$ cat src/hw/rtl/kms_pkg.sv
// shared constants and types of the key matrix scanner
package kms_pkg;

  // matrix geometry
  localparam int unsigned ROW_COUNT    = 5;
  localparam int unsigned COLUMN_COUNT = 4;
  localparam int unsigned BUTTON_COUNT = 2;

  localparam int unsigned MATRIX_KEYS = ROW_COUNT * COLUMN_COUNT;
  localparam int unsigned KEY_COUNT   = MATRIX_KEYS + BUTTON_COUNT;

  // port field widths
  localparam int unsigned ROW_W    = 5;
  localparam int unsigned BUTTON_W = 2;
  localparam int unsigned DRIVE_W  = 4;
  localparam int unsigned KEY_IDX_W = 5;
  localparam int unsigned TICK_W   = 16;

  // internal widths
  localparam int unsigned ROW_EXT_W = (ROW_COUNT > ROW_W) ? ROW_COUNT : ROW_W;
  localparam int unsigned COL_W     = (COLUMN_COUNT > 1) ? $clog2(COLUMN_COUNT) : 1;
  localparam int unsigned WALK_W    = (KEY_COUNT > 1) ? $clog2(KEY_COUNT) : 1;
  localparam int unsigned WALK_EXT_W = (WALK_W > KEY_IDX_W) ? WALK_W : KEY_IDX_W;

  // configuration register indexes
  localparam int unsigned CFG_IDX_W = 2;
  localparam logic [CFG_IDX_W-1:0] CFG_SETTLE_TICKS   = 2'd0;
  localparam logic [CFG_IDX_W-1:0] CFG_SCAN_INTERVAL  = 2'd1;

  localparam logic [TICK_W-1:0] SETTLE_RESET   = 16'd1;
  localparam logic [TICK_W-1:0] INTERVAL_RESET = 16'd10;

  // scan phases, one-hot
  typedef enum logic [3:0] {
    PH_COLUMN = 4'b0001,
    PH_GAP    = 4'b0010,
    PH_WALK   = 4'b0100,
    PH_IDLE   = 4'b1000
  } phase_e;

  typedef struct packed {
    logic [TICK_W-1:0] settle_ticks;
    logic [TICK_W-1:0] scan_interval_ticks;
  } cfg_t;

  typedef struct packed {
    logic [DRIVE_W-1:0]   column_drive;
    logic                 press_valid;
    logic [KEY_IDX_W-1:0] key_index;
  } result_t;

endpackage

$ cat src/hw/rtl/kms_cfg_regs.sv
// configuration registers of the key matrix scanner
module kms_cfg_regs import kms_pkg::*; (
  input  logic                 clk_i,
  input  logic                 rst_ni,
  input  logic                 cfg_valid_i,
  input  logic [CFG_IDX_W-1:0] cfg_index_i,
  input  logic [TICK_W-1:0]    cfg_data_i,
  output logic                 cfg_ready_o,
  output cfg_t                 cfg_o
);

  cfg_t cfg_q, cfg_d;

  assign cfg_ready_o = 1'b1;

  always_comb begin
    cfg_d = cfg_q;
    if (cfg_valid_i) begin
      case (cfg_index_i)
        CFG_SETTLE_TICKS:  cfg_d.settle_ticks        = cfg_data_i;
        CFG_SCAN_INTERVAL: cfg_d.scan_interval_ticks = cfg_data_i;
        default:           cfg_d = cfg_q;
      endcase
    end
  end

  always_ff @(posedge clk_i or negedge rst_ni) begin
    if (!rst_ni) begin
      cfg_q.settle_ticks        <= SETTLE_RESET;
      cfg_q.scan_interval_ticks <= INTERVAL_RESET;
    end else begin
      cfg_q <= cfg_d;
    end
  end

  assign cfg_o = cfg_q;

endmodule

$ cat src/hw/rtl/kms_scan_core.sv
// scan sequencer: key state, phase counters and per-tick result logic
module kms_scan_core import kms_pkg::*; (
  input  logic                clk_i,
  input  logic                rst_ni,
  input  logic                step_i,
  input  logic [ROW_W-1:0]    rows_i,
  input  logic [BUTTON_W-1:0] buttons_i,
  input  cfg_t                cfg_i,
  output result_t             result_o
);

  phase_e                 phase_q, phase_d;
  logic [KEY_COUNT-1:0]   cur_q, cur_d;
  logic [KEY_COUNT-1:0]   prev_q, prev_d;
  logic [COL_W-1:0]       col_q, col_d;
  logic [TICK_W-1:0]      wait_q, wait_d;
  logic [WALK_W-1:0]      walk_q, walk_d;
  logic                   primed_q, primed_d;

  logic [TICK_W:0]        wait_inc;
  logic                   settle_done;
  logic                   idle_done;
  logic [ROW_EXT_W-1:0]   rows_ext;
  logic [WALK_EXT_W-1:0]  walk_ext;
  logic                   interval_zero;

  assign wait_inc      = {1'b0, wait_q} + 1'b1;
  // a settle time of zero behaves as one
  assign settle_done   = (cfg_i.settle_ticks == '0) ||
                         (wait_inc >= {1'b0, cfg_i.settle_ticks});
  assign idle_done     = wait_inc >= {1'b0, cfg_i.scan_interval_ticks};
  assign rows_ext      = ROW_EXT_W'(rows_i);
  assign walk_ext      = WALK_EXT_W'(walk_q);
  assign interval_zero = cfg_i.scan_interval_ticks == '0;

  always_comb begin
    phase_d  = phase_q;
    cur_d    = cur_q;
    prev_d   = prev_q;
    col_d    = col_q;
    wait_d   = wait_q;
    walk_d   = walk_q;
    primed_d = primed_q;
    result_o = '0;

    case (phase_q)
      PH_GAP: begin
        if (settle_done) begin
          // buttons are active low
          for (int b = 0; b < BUTTON_COUNT; b++) begin
            cur_d[MATRIX_KEYS + b] = ~buttons_i[b];
          end
          if (!primed_q) begin
            primed_d = 1'b1;
            prev_d   = cur_d;
            col_d    = '0;
            wait_d   = '0;
            walk_d   = '0;
            phase_d  = interval_zero ? PH_COLUMN : PH_IDLE;
          end else begin
            phase_d = PH_WALK;
            walk_d  = '0;
            wait_d  = '0;
          end
        end else begin
          wait_d = wait_inc[TICK_W-1:0];
        end
      end

      PH_WALK: begin
        if (cur_q[walk_q] && !prev_q[walk_q]) begin
          result_o.press_valid = 1'b1;
          result_o.key_index   = walk_ext[KEY_IDX_W-1:0];
        end
        if (walk_q == WALK_W'(KEY_COUNT - 1)) begin
          prev_d  = cur_q;
          col_d   = '0;
          wait_d  = '0;
          walk_d  = '0;
          phase_d = interval_zero ? PH_COLUMN : PH_IDLE;
        end else begin
          walk_d = walk_q + 1'b1;
        end
      end

      PH_IDLE: begin
        if (idle_done) begin
          phase_d = PH_COLUMN;
          col_d   = '0;
          wait_d  = '0;
        end else begin
          wait_d = wait_inc[TICK_W-1:0];
        end
      end

      default: begin
        // column phase, also taken for any unused phase code
        phase_d = PH_COLUMN;
        for (int c = 0; c < DRIVE_W; c++) begin
          if (c < COLUMN_COUNT) begin
            result_o.column_drive[c] = (col_q == COL_W'(c));
          end
        end
        if (settle_done) begin
          for (int r = 0; r < ROW_COUNT; r++) begin
            for (int c = 0; c < COLUMN_COUNT; c++) begin
              if (col_q == COL_W'(c)) begin
                cur_d[r * COLUMN_COUNT + c] = (r < ROW_W) ? rows_ext[r] : 1'b0;
              end
            end
          end
          wait_d = '0;
          if (col_q == COL_W'(COLUMN_COUNT - 1)) begin
            col_d   = '0;
            phase_d = PH_GAP;
          end else begin
            col_d = col_q + 1'b1;
          end
        end else begin
          wait_d = wait_inc[TICK_W-1:0];
        end
      end
    endcase
  end

  always_ff @(posedge clk_i or negedge rst_ni) begin
    if (!rst_ni) begin
      phase_q  <= PH_COLUMN;
      cur_q    <= '0;
      prev_q   <= '0;
      col_q    <= '0;
      wait_q   <= '0;
      walk_q   <= '0;
      primed_q <= 1'b0;
    end else if (step_i) begin
      phase_q  <= phase_d;
      cur_q    <= cur_d;
      prev_q   <= prev_d;
      col_q    <= col_d;
      wait_q   <= wait_d;
      walk_q   <= walk_d;
      primed_q <= primed_d;
    end
  end

endmodule

$ cat src/hw/rtl/key_matrix_scanner_unit.sv
// top level of the key matrix scanner: input register, scan core, result register
//
// each input item is one timebase tick carrying the raw row levels and the
// active-low button levels; each tick yields exactly one result item with
// the column drive, a press flag and the pressed key index
// channels: input (in_valid_i / in_stall_o), result (out_valid_o /
// out_stall_i), and a config write port (cfg_valid_i / cfg_ready_o) that
// selects settle_ticks (index 0) or scan_interval_ticks (index 1)
// path: an accepted item waits in the input register, and its result is
// written to the result register when the scan core steps on it
// throughput: one item per cycle while the receiver does not stall, set by the
// combinational scan core step between the input register and the result register
// reset: scan restarts at the first column, key state cleared, first scan
// only primes the previous keys; settle 1, interval 10
// receiver stall: the result register holds; the input register holds its
// item and in_stall_o rises only while both stages are full
// config writes are always ready and must come with no item in flight
module key_matrix_scanner_unit import kms_pkg::*; (
  input  logic                 clk_i,
  input  logic                 rst_ni,
  // tick items
  input  logic                 in_valid_i,
  output logic                 in_stall_o,
  input  logic [ROW_W-1:0]     row_levels_i,
  input  logic [BUTTON_W-1:0]  button_levels_i,
  // result items
  output logic                 out_valid_o,
  input  logic                 out_stall_i,
  output logic [DRIVE_W-1:0]   column_drive_o,
  output logic                 press_valid_o,
  output logic [KEY_IDX_W-1:0] key_index_o,
  // configuration writes
  input  logic                 cfg_valid_i,
  output logic                 cfg_ready_o,
  input  logic [CFG_IDX_W-1:0] cfg_index_i,
  input  logic [TICK_W-1:0]    cfg_data_i
);

  cfg_t                cfg;
  result_t             result;
  result_t             res_q;

  // input register and result valid flag
  logic                in_vld_q, in_vld_d;
  logic [ROW_W-1:0]    rows_q;
  logic [BUTTON_W-1:0] buttons_q;
  logic                out_vld_q, out_vld_d;

  logic                out_free;
  logic                step;
  logic                in_take;

  // result slot frees up when empty or being taken this cycle
  assign out_free   = !out_vld_q || !out_stall_i;
  assign step       = in_vld_q && out_free;
  assign in_stall_o = in_vld_q && !out_free;
  assign in_take    = in_valid_i && !in_stall_o;

  always_comb begin
    in_vld_d = in_vld_q;
    if (in_take) begin
      in_vld_d = 1'b1;
    end else if (step) begin
      in_vld_d = 1'b0;
    end
  end

  always_comb begin
    out_vld_d = out_vld_q;
    if (step) begin
      out_vld_d = 1'b1;
    end else if (!out_stall_i) begin
      out_vld_d = 1'b0;
    end
  end

  always_ff @(posedge clk_i or negedge rst_ni) begin
    if (!rst_ni) begin
      in_vld_q  <= 1'b0;
      out_vld_q <= 1'b0;
    end else begin
      in_vld_q  <= in_vld_d;
      out_vld_q <= out_vld_d;
    end
  end

  // payload registers, no reset needed
  always_ff @(posedge clk_i) begin
    if (in_take) begin
      rows_q    <= row_levels_i;
      buttons_q <= button_levels_i;
    end
    if (step) begin
      res_q <= result;
    end
  end

  kms_cfg_regs u_cfg_regs (
    .clk_i       (clk_i),
    .rst_ni      (rst_ni),
    .cfg_valid_i (cfg_valid_i),
    .cfg_index_i (cfg_index_i),
    .cfg_data_i  (cfg_data_i),
    .cfg_ready_o (cfg_ready_o),
    .cfg_o       (cfg)
  );

  kms_scan_core u_scan_core (
    .clk_i     (clk_i),
    .rst_ni    (rst_ni),
    .step_i    (step),
    .rows_i    (rows_q),
    .buttons_i (buttons_q),
    .cfg_i     (cfg),
    .result_o  (result)
  );

  assign out_valid_o    = out_vld_q;
  assign column_drive_o = res_q.column_drive;
  assign press_valid_o  = res_q.press_valid;
  assign key_index_o    = res_q.key_index;

endmodule
$ cat config.mk
export PLATFORM = sky130hd
export DESIGN_NAME = key_matrix_scanner_unit
export DESIGN_NICKNAME = d
export VERILOG_FILES = /design/src/hw/rtl/kms_pkg.sv /design/src/hw/rtl/kms_cfg_regs.sv /design/src/hw/rtl/kms_scan_core.sv /design/src/hw/rtl/key_matrix_scanner_unit.sv
export SDC_FILE = /design/constraint.sdc
export NUM_CORES = 1
export LEC_CHECK = 0
export BUFFER_PORTS_ARGS = -buffer_cell sky130_fd_sc_hd__buf_4
export CORE_MARGIN = 8
export CORE_UTILIZATION = 60
export DETAILED_ROUTE_END_ITERATION = 6
export GPL_TIMING_DRIVEN = 0
export PLACE_DENSITY = 0.79
export SLEW_MARGIN = 40
export SYNTH_ARGS = -nofsm -noshare
export SYNTH_HDL_FRONTEND = slang
export SYNTH_SLANG_ARGS = --single-unit
$ cat constraint.sdc
create_clock -name clk_i -period 4.3 [get_ports clk_i]
set_clock_uncertainty 0.05 [all_clocks]
set_input_delay 0 -clock clk_i [delete_from_list [all_inputs] [get_ports clk_i]]
set_output_delay 0 -clock clk_i [all_outputs]
set_load 0.1 [all_outputs]
# Word-level counts from Yosys, hierarchy flattened
# Index checks and enable logic that the tools add are counted.
# op_classes
addsub	3
n_lt_le_gt_ge	3
n_eq_ne	13
n_mux	35
n_bitwise	3
n_reduce_logical	32
# op_table
cell	n
$mux W22	3
$mux W16	3
$pmux W22 S2	1
$ge A17 B16 Y1	2
$logic_not A16 Y1	2
$pmux W16 S2	1
$mux W4	6
$reduce_and A4 Y1	5
$add A16 B1 Y17 const B	1
$mux W2	7
$pmux W4 S3	1
$bmux W1 S5	2
$mux W5	2
$pmux W5 S2	1
$ne A2 B1 Y1 const B	4
$reduce_and A2 Y1	4
$lt A5 B6 Y1 const B	1
$mux W1	6
$mux W6	1
$pmux W2 S3	1
$reduce_and A3 Y1	2
$reduce_and A6 Y1	1
$add A5 B1 Y5 const B	1
$eq A5 B5 Y1 const B	1
other kinds (16)	30
# totals
reg_bits	123
in_bits	30
out_inout_bits	13
wordCells	109

# Depth between registers and ports, before layout
# logic_depth
ltp_word	7
ltp_mapped	15

# Modules after synthesis
# A second synthesis with hierarchy kept.
# hier_totals
hier_cells	575
hier_area_um2	6567.5
# by_module_without_submodules
module	instances	cells_each	area_each_um2	seq_area_each_um2
kms_scan_core	1	480	4737.0	1803.0
kms_cfg_regs	1	70	1227.4	804.5
key_matrix_scanner_unit	1	25	603.1	560.5

# Worst setup path before layout
# Ideal clock, no wire load.
# synth_path
path_type	reg-to-reg
startpoint	register u_scan_core.wait_q[0]
endpoint	register u_scan_core.cur_q[10]
arrival_ns	3.231
required_time_ns	4.125
slack_ns	0.894
path_stages_with_launch	14
period_less_slack_ns	3.406
cell_sequence	dfrtp_1 > ha_1 > nand4_2 > or2_2 > xnor2_1 > ha_1 > a211oi_1 > nor2_1 > a2111oi_1 > o211ai_2 > and2_1 > buf_6 > nand2_4 > mux2_4
# synth_between
elab_chain_cells	4
# synth_rtl
element	line_no	source
start: declaration	kms_scan_core.sv:16	logic [TICK_W-1:0] wait_q, wait_d;
start signal: assignment	kms_scan_core.sv:140	wait_q <= wait_d;
$add A16 B1 Y17	kms_scan_core.sv:27	assign wait_inc = {1'b0, wait_q} + 1'b1;
$ge A17 B16 Y1	kms_scan_core.sv:30	(wait_inc >= {1'b0, cfg_i.settle_ticks});
$logic_or A1 B1 Y1	kms_scan_core.sv:29	assign settle_done = (cfg_i.settle_ticks == '0) ||
$reduce_and A4 Y1 (no source line)	-	
end signal: assignment	kms_scan_core.sv:137	cur_q <= cur_d;
end: declaration	kms_scan_core.sv:13	logic [KEY_COUNT-1:0] cur_q, cur_d;
# Every way passes these cells.
# A chain may end at the register's enable or synchronous reset.

# Final worst setup path
# layout_path
startpoint	register u_scan_core.wait_q[0]
endpoint	register u_scan_core.phase_q[2]
# layout_between
elab_chain_cells	5
# layout_rtl
element	line_no	source
$add A16 B1 Y17 *	kms_scan_core.sv:27	
$ge A17 B16 Y1	kms_scan_core.sv:30	
$logic_or A1 B1 Y1	kms_scan_core.sv:29	
$ne A2 B1 Y1 (no source line)	-	
$reduce_and A4 Y1 (no source line) *	-	
end signal: assignment	kms_scan_core.sv:136	phase_q <= phase_d;
end: declaration	kms_scan_core.sv:12	phase_e phase_q, phase_d;
# Mark *: on every way between the ends. The rest lies on a longest branch, timed or not.

==> Flow_metrics.wiki <==
{| class="wikitable"
! Metric !! Value
|-
| Crit-path leading delay family || compound AO/OA/AOI/OAI gates
|-
| # Post-CTS Setup Buffers || 0
|-
| Power spent charging and discharging nets || roughly 1400 uW
|-
| Sum of net half-perimeters after detailed placement || about 10000 um
|-
| Placeable Area || ~11000 sq um
|-
| Count of final hold-check violations || 0
|-
| Proportion of total power due to net switching || 32.0%
|-
| Initial DRT Pass Iterations || 4
|-
| Synthesized-area fraction occupied by ao, oa, aoi and oai cells || between 10% and 20%
|-
| Final Max Tran Viols || 0
|-
| Leakage power summed over all cells || roughly 0.0038 uW
|-
| Wire length of the first global-routing pass || about 26000 um
|-
| Number of primary I/O pins || 43
|-
| Part of the cycle the worst path needs || a little over nine tenths
|-
| Startpoint kind of the worst setup timing path || register
|-
| Overall power consumption || about 4300 uW
|-
| Chip Width || 120 um
|-
| Proportion of netlist area held by the largest area contributor || 39.5%
|-
| Clock sink count || roughly 120
|-
| Die area || 14400 sq um
|-
| TritonCTS clock tree || done
|-
| Critical Path, Cell by Cell || ha_1 > nand4_2 > or2_2 > xnor2_1 > ha_1 > a211oi_1 > nor2_1 > a2111oi_1 > o211ai_2 > o21ai_2 > nand2b_2 > mux2_1
|-
| Tmin final || between 4000 and 5000 ps
|-
| Via density per instance || between 5 and 6
|-
| Count of warnings emitted by yosys || 0
|-
| Met1 Track Usage GR || 30.1%
|-
| Post-synthesis instance area || 6470 sq um
|-
| Number of clock buffers inserted by TritonCTS || 17
|-
| Class of the most critical hold timing path || primary input to register
|-
| Worst stage delay on the critical path || around 500 ps
|-
| Most heavily used metal layer in global routing || met2
|-
| Combinational fraction of design power || 26.4%
|-
| Sequential area share after synthesis || around 50%
|-
| RSZ-0062 raised after global routing || false
|-
| Worst-Margin Slew || roughly 630 ps
|-
| DRC violation count after routing || 0
|-
| Count of routing violations after the opening detailed-route iteration || 460
|-
| Effective utilization at floorplan || between 60% and 70%
|-
| Diode count || 0
|-
| Number of unique standard cell types used by synthesis || 66
|-
| Final setup violation count || 0
|-
| Power Internal || 2940 uW
|-
| Post-Synthesis Mean Instance Area || roughly 11 sq um
|-
| Total global routing overflow || 0
|-
| Number of enable-type register cells in the synthesized netlist || 17
|-
| Kind of capture point of the worst setup path || register
|-
| Max_slew headroom || around 58%
|-
| Final wirelength || approximately 16000 um
|-
| Clock slew at reported path FFs || 60 ps
|-
| Total global-route track usage || 22.7%
|-
| Worst Path Buf+Inv || 0
|-
| Clock root buffer master || sky130_fd_sc_hd__clkbuf_8
|-
| Power per cell area || approximately 540 nW/um^2
|-
| DRT antenna net count || 0
|-
| Most common cell on crit path || sky130_fd_sc_hd__ha_1
|-
| Largest driver fanout on the critical path || 7
|-
| Layout Nets || 757
|-
| Clock insertion delay at the later pin of the skew report || 530 ps
|-
| Leading post-synthesis cells by cell area || sky130_fd_sc_hd__dfrtp_1 39%, sky130_fd_sc_hd__edfxtp_1 7.9%, sky130_fd_sc_hd__ha_1 7.5%, sky130_fd_sc_hd__mux2_4 4.6%, sky130_fd_sc_hd__nand2_1 4.4%
|-
| Main combinational cell family by area after synthesis || simple AND/OR/NAND/NOR gates
|-
| Count of state elements after synthesis || around 120
|-
| Peak VDD IR || 349 uV
|-
| Post-synthesis share of cell area spent on xor and xnor gates || roughly 1.9%
|-
| Simple-Gate Fraction of Synth Area || 14.6%
|-
| Filler cells || between 600 and 700
|-
| Proportion of layout cells with a drive suffix above 1 || 20.5%
|-
| Total via count after detailed routing || roughly 5000
|-
| Sum of negative setup slack || 0 ps
|-
| Met2 track demand over resource in global routing || between 30% and 40%
|-
| Cells after synthesis || 589
|-
| Number of rows created at floorplan || 38
|-
| Slowest CP cell || sky130_fd_sc_hd__dfrtp_1
|-
| Proportion of power drawn by the clock network || about 34%
|-
| Clock H-tree levels || 4
|-
| Port bufs || around 40
|-
| Fraction of power consumed by sequential logic || between 30% and 40%
|-
| Area used by multi-input combinational logic || 3030 sq um
|-
| Maximum clock frequency || 239 MHz
|-
| Vias in the first global route || 5145
|-
| # resized after CTS || 0
|-
| WL/cell || approximately 19 um
|-
| Met3 global-route usage || under 10%
|-
| Height of the die || 120 um
|-
| Share of flip-flops with an asynchronous set or reset after synthesis || 86.2%
|-
| Predominant post-synthesis flop cell || sky130_fd_sc_hd__dfrtp_1
|-
| Number of nets in the synthesized netlist || about 660
|-
| Relative area change from synthesis to final layout || 23.4%
|-
| Worst Path Arrival || between 4000 and 5000 ps
|-
| Share of cell area taken by muxes after synthesis || between 10% and 20%
|-
| Outcome || finished clean
|-
| Post-CTS Hold Fix Bufs || 37
|-
| Final estimated routing congestion in global placement || 0.824
|-
| Antenna violations before repair || 0
|-
| Adder and majority gate portion of the synthesized area || approximately 7.5%
|-
| Class of the most critical setup path || register to register
|-
| Maximum count of clock buffers along a single path || 2
|-
| Cell accounting for the most synthesized area || sky130_fd_sc_hd__dfrtp_1
|-
| Pin count of the biggest net entering global routing || between 100 and 150
|-
| Required time of the critical path || between 4000 and 5000 ps
|-
| MaxCap Viol Count || 0
|-
| Combined flip-flop and latch cell area || around 3200 sq um
|}
tightest hold or removal path, stage by stage:
cell and delay, ps:
sky130_fd_sc_hd__buf_4 90, sky130_fd_sc_hd__nor3b_1 70, sky130_fd_sc_hd__clkbuf_1 210, sky130_fd_sc_hd__o21ai_0 210
cell usage after synthesis, drive strengths merged (2+ instances only):
library cell	instances
clkbuf	9
mux2	54
nand4	9
a21oi	14
ha	39
o221ai	2
xor2	5
buf	9
nor3	7
and4	3
a211oi	6
xnor2	9
a22o	5
o21a	3
nand3	9
nand2	80
o211ai	6
and2	11
o32ai	6
dfrtp	102
nor4	10
a21o	6
o22ai	3
mux2i	5
o21ai	47
o31ai	2
nor2	20
nor3b	2
or3	3
a22oi	2
and3	8
edfxtp	17
nand2b	6
dfstp	4
inv	46
nand3b	3
nor4b	2
nor2b	2
registers in the layout, indices dropped and copies added, names as in the netlist, 4 cells and up:
signal	cells
column_drive_o	4
key_index_o	5
rows_q	5
u_cfg_regs.cfg_o	32
u_scan_core.cur_q	22
u_scan_core.phase_q	4
u_scan_core.prev_q	22
u_scan_core.wait_q	16
u_scan_core.walk_ext	5
cells by family (layout without fill, tap and decap cells):
group	Yosys count	after routing
XOR/XNOR	14	14
multiplexers	60	60
AO/OA/AOI/OAI	110	110
flip-flops	123	123
other	1	1
adder cells (fa/ha/maj)	39	39
AND/OR/NAND/NOR	178	178
buffers and inverters	64	176
layer usage:
metal / vias to the layer above / share of wire, %
met5: - / 0
met4: 0 / 1.9
met3: 31 / 6.2
met2: 193 / 48
met1: 2451 / 44
li1: 2298 / -
power groups by stage:
stage	clock, uW	sequential, uW	combinational (uW)
after global placement	0	1690	1020
after global routing	1540	1740	1250
after floorplan	0	1740	726
after detailed placement	0	1710	1070
after CTS	1490	1690	1120
final	1480	1700	1140
worst paths after layout:
check / startpoint / to / slack (ps) / cells past startpoint
worst max-delay path: u_scan_core.wait_q[0] / u_scan_core.phase_q[2] / 120 / 12
min in group asynchronous: rst_ni / u_cfg_regs.cfg_o[6] / 440 / 3
max in group asynchronous: rst_ni / u_scan_core.phase_q[0] / 3090 / 4
worst min register to register: buttons_q[0] / u_scan_core.cur_q[20] / 420 / 1
worst max register to register: u_scan_core.wait_q[0] / u_scan_core.phase_q[2] / 120 / 12
worst min-delay path: cfg_index_i[0] / u_cfg_regs.cfg_o[31] / 40 / 4
per-stage QoR:
stage	utilization [%]	cell area [sq um]	hold slack (ps)	setup slack, ps	cells
after floorplan	-	6470	-346	894	589
final	74.6	7980	42.7	122	841
after global placement	65.0	6950	128	345	770
after global routing	74.6	7980	104	6.25	841
after CTS	74.3	7950	1.56	182	839
after detailed placement	65.1	6960	57.1	287	770
cell type report:
class,instances,area share [%]
Inverter,46,2.16
Tap cell,140,2.19
Timing Repair Buffer,80,9.06
Multi-Input combinational cell,402,38.0
Clock inverter,12,1.97
Buffer,18,1.21
Sequential cell,123,39.7
Clock buffer,20,5.72
cells in the final DEF, fill, tap and decap left out, drive strengths merged, types with 7 or more instances in the layout:
cell         netlist  routed
dfrtp            102     102
nand2             80      80
mux2              54      54
buf                9      51
inv               46      49
o21ai             47      47
ha                39      39
dlygate4sd3        0      38
clkbuf             9      29
nor2              20      20
edfxtp            17      17
a21oi             14      14
and2              11      11
nor4              10      10
xnor2              9       9
nand3              9       9
nand4              9       9
and3               8       8
nor3               7       7
Note: power is estimated with default switching activity, not from simulation.
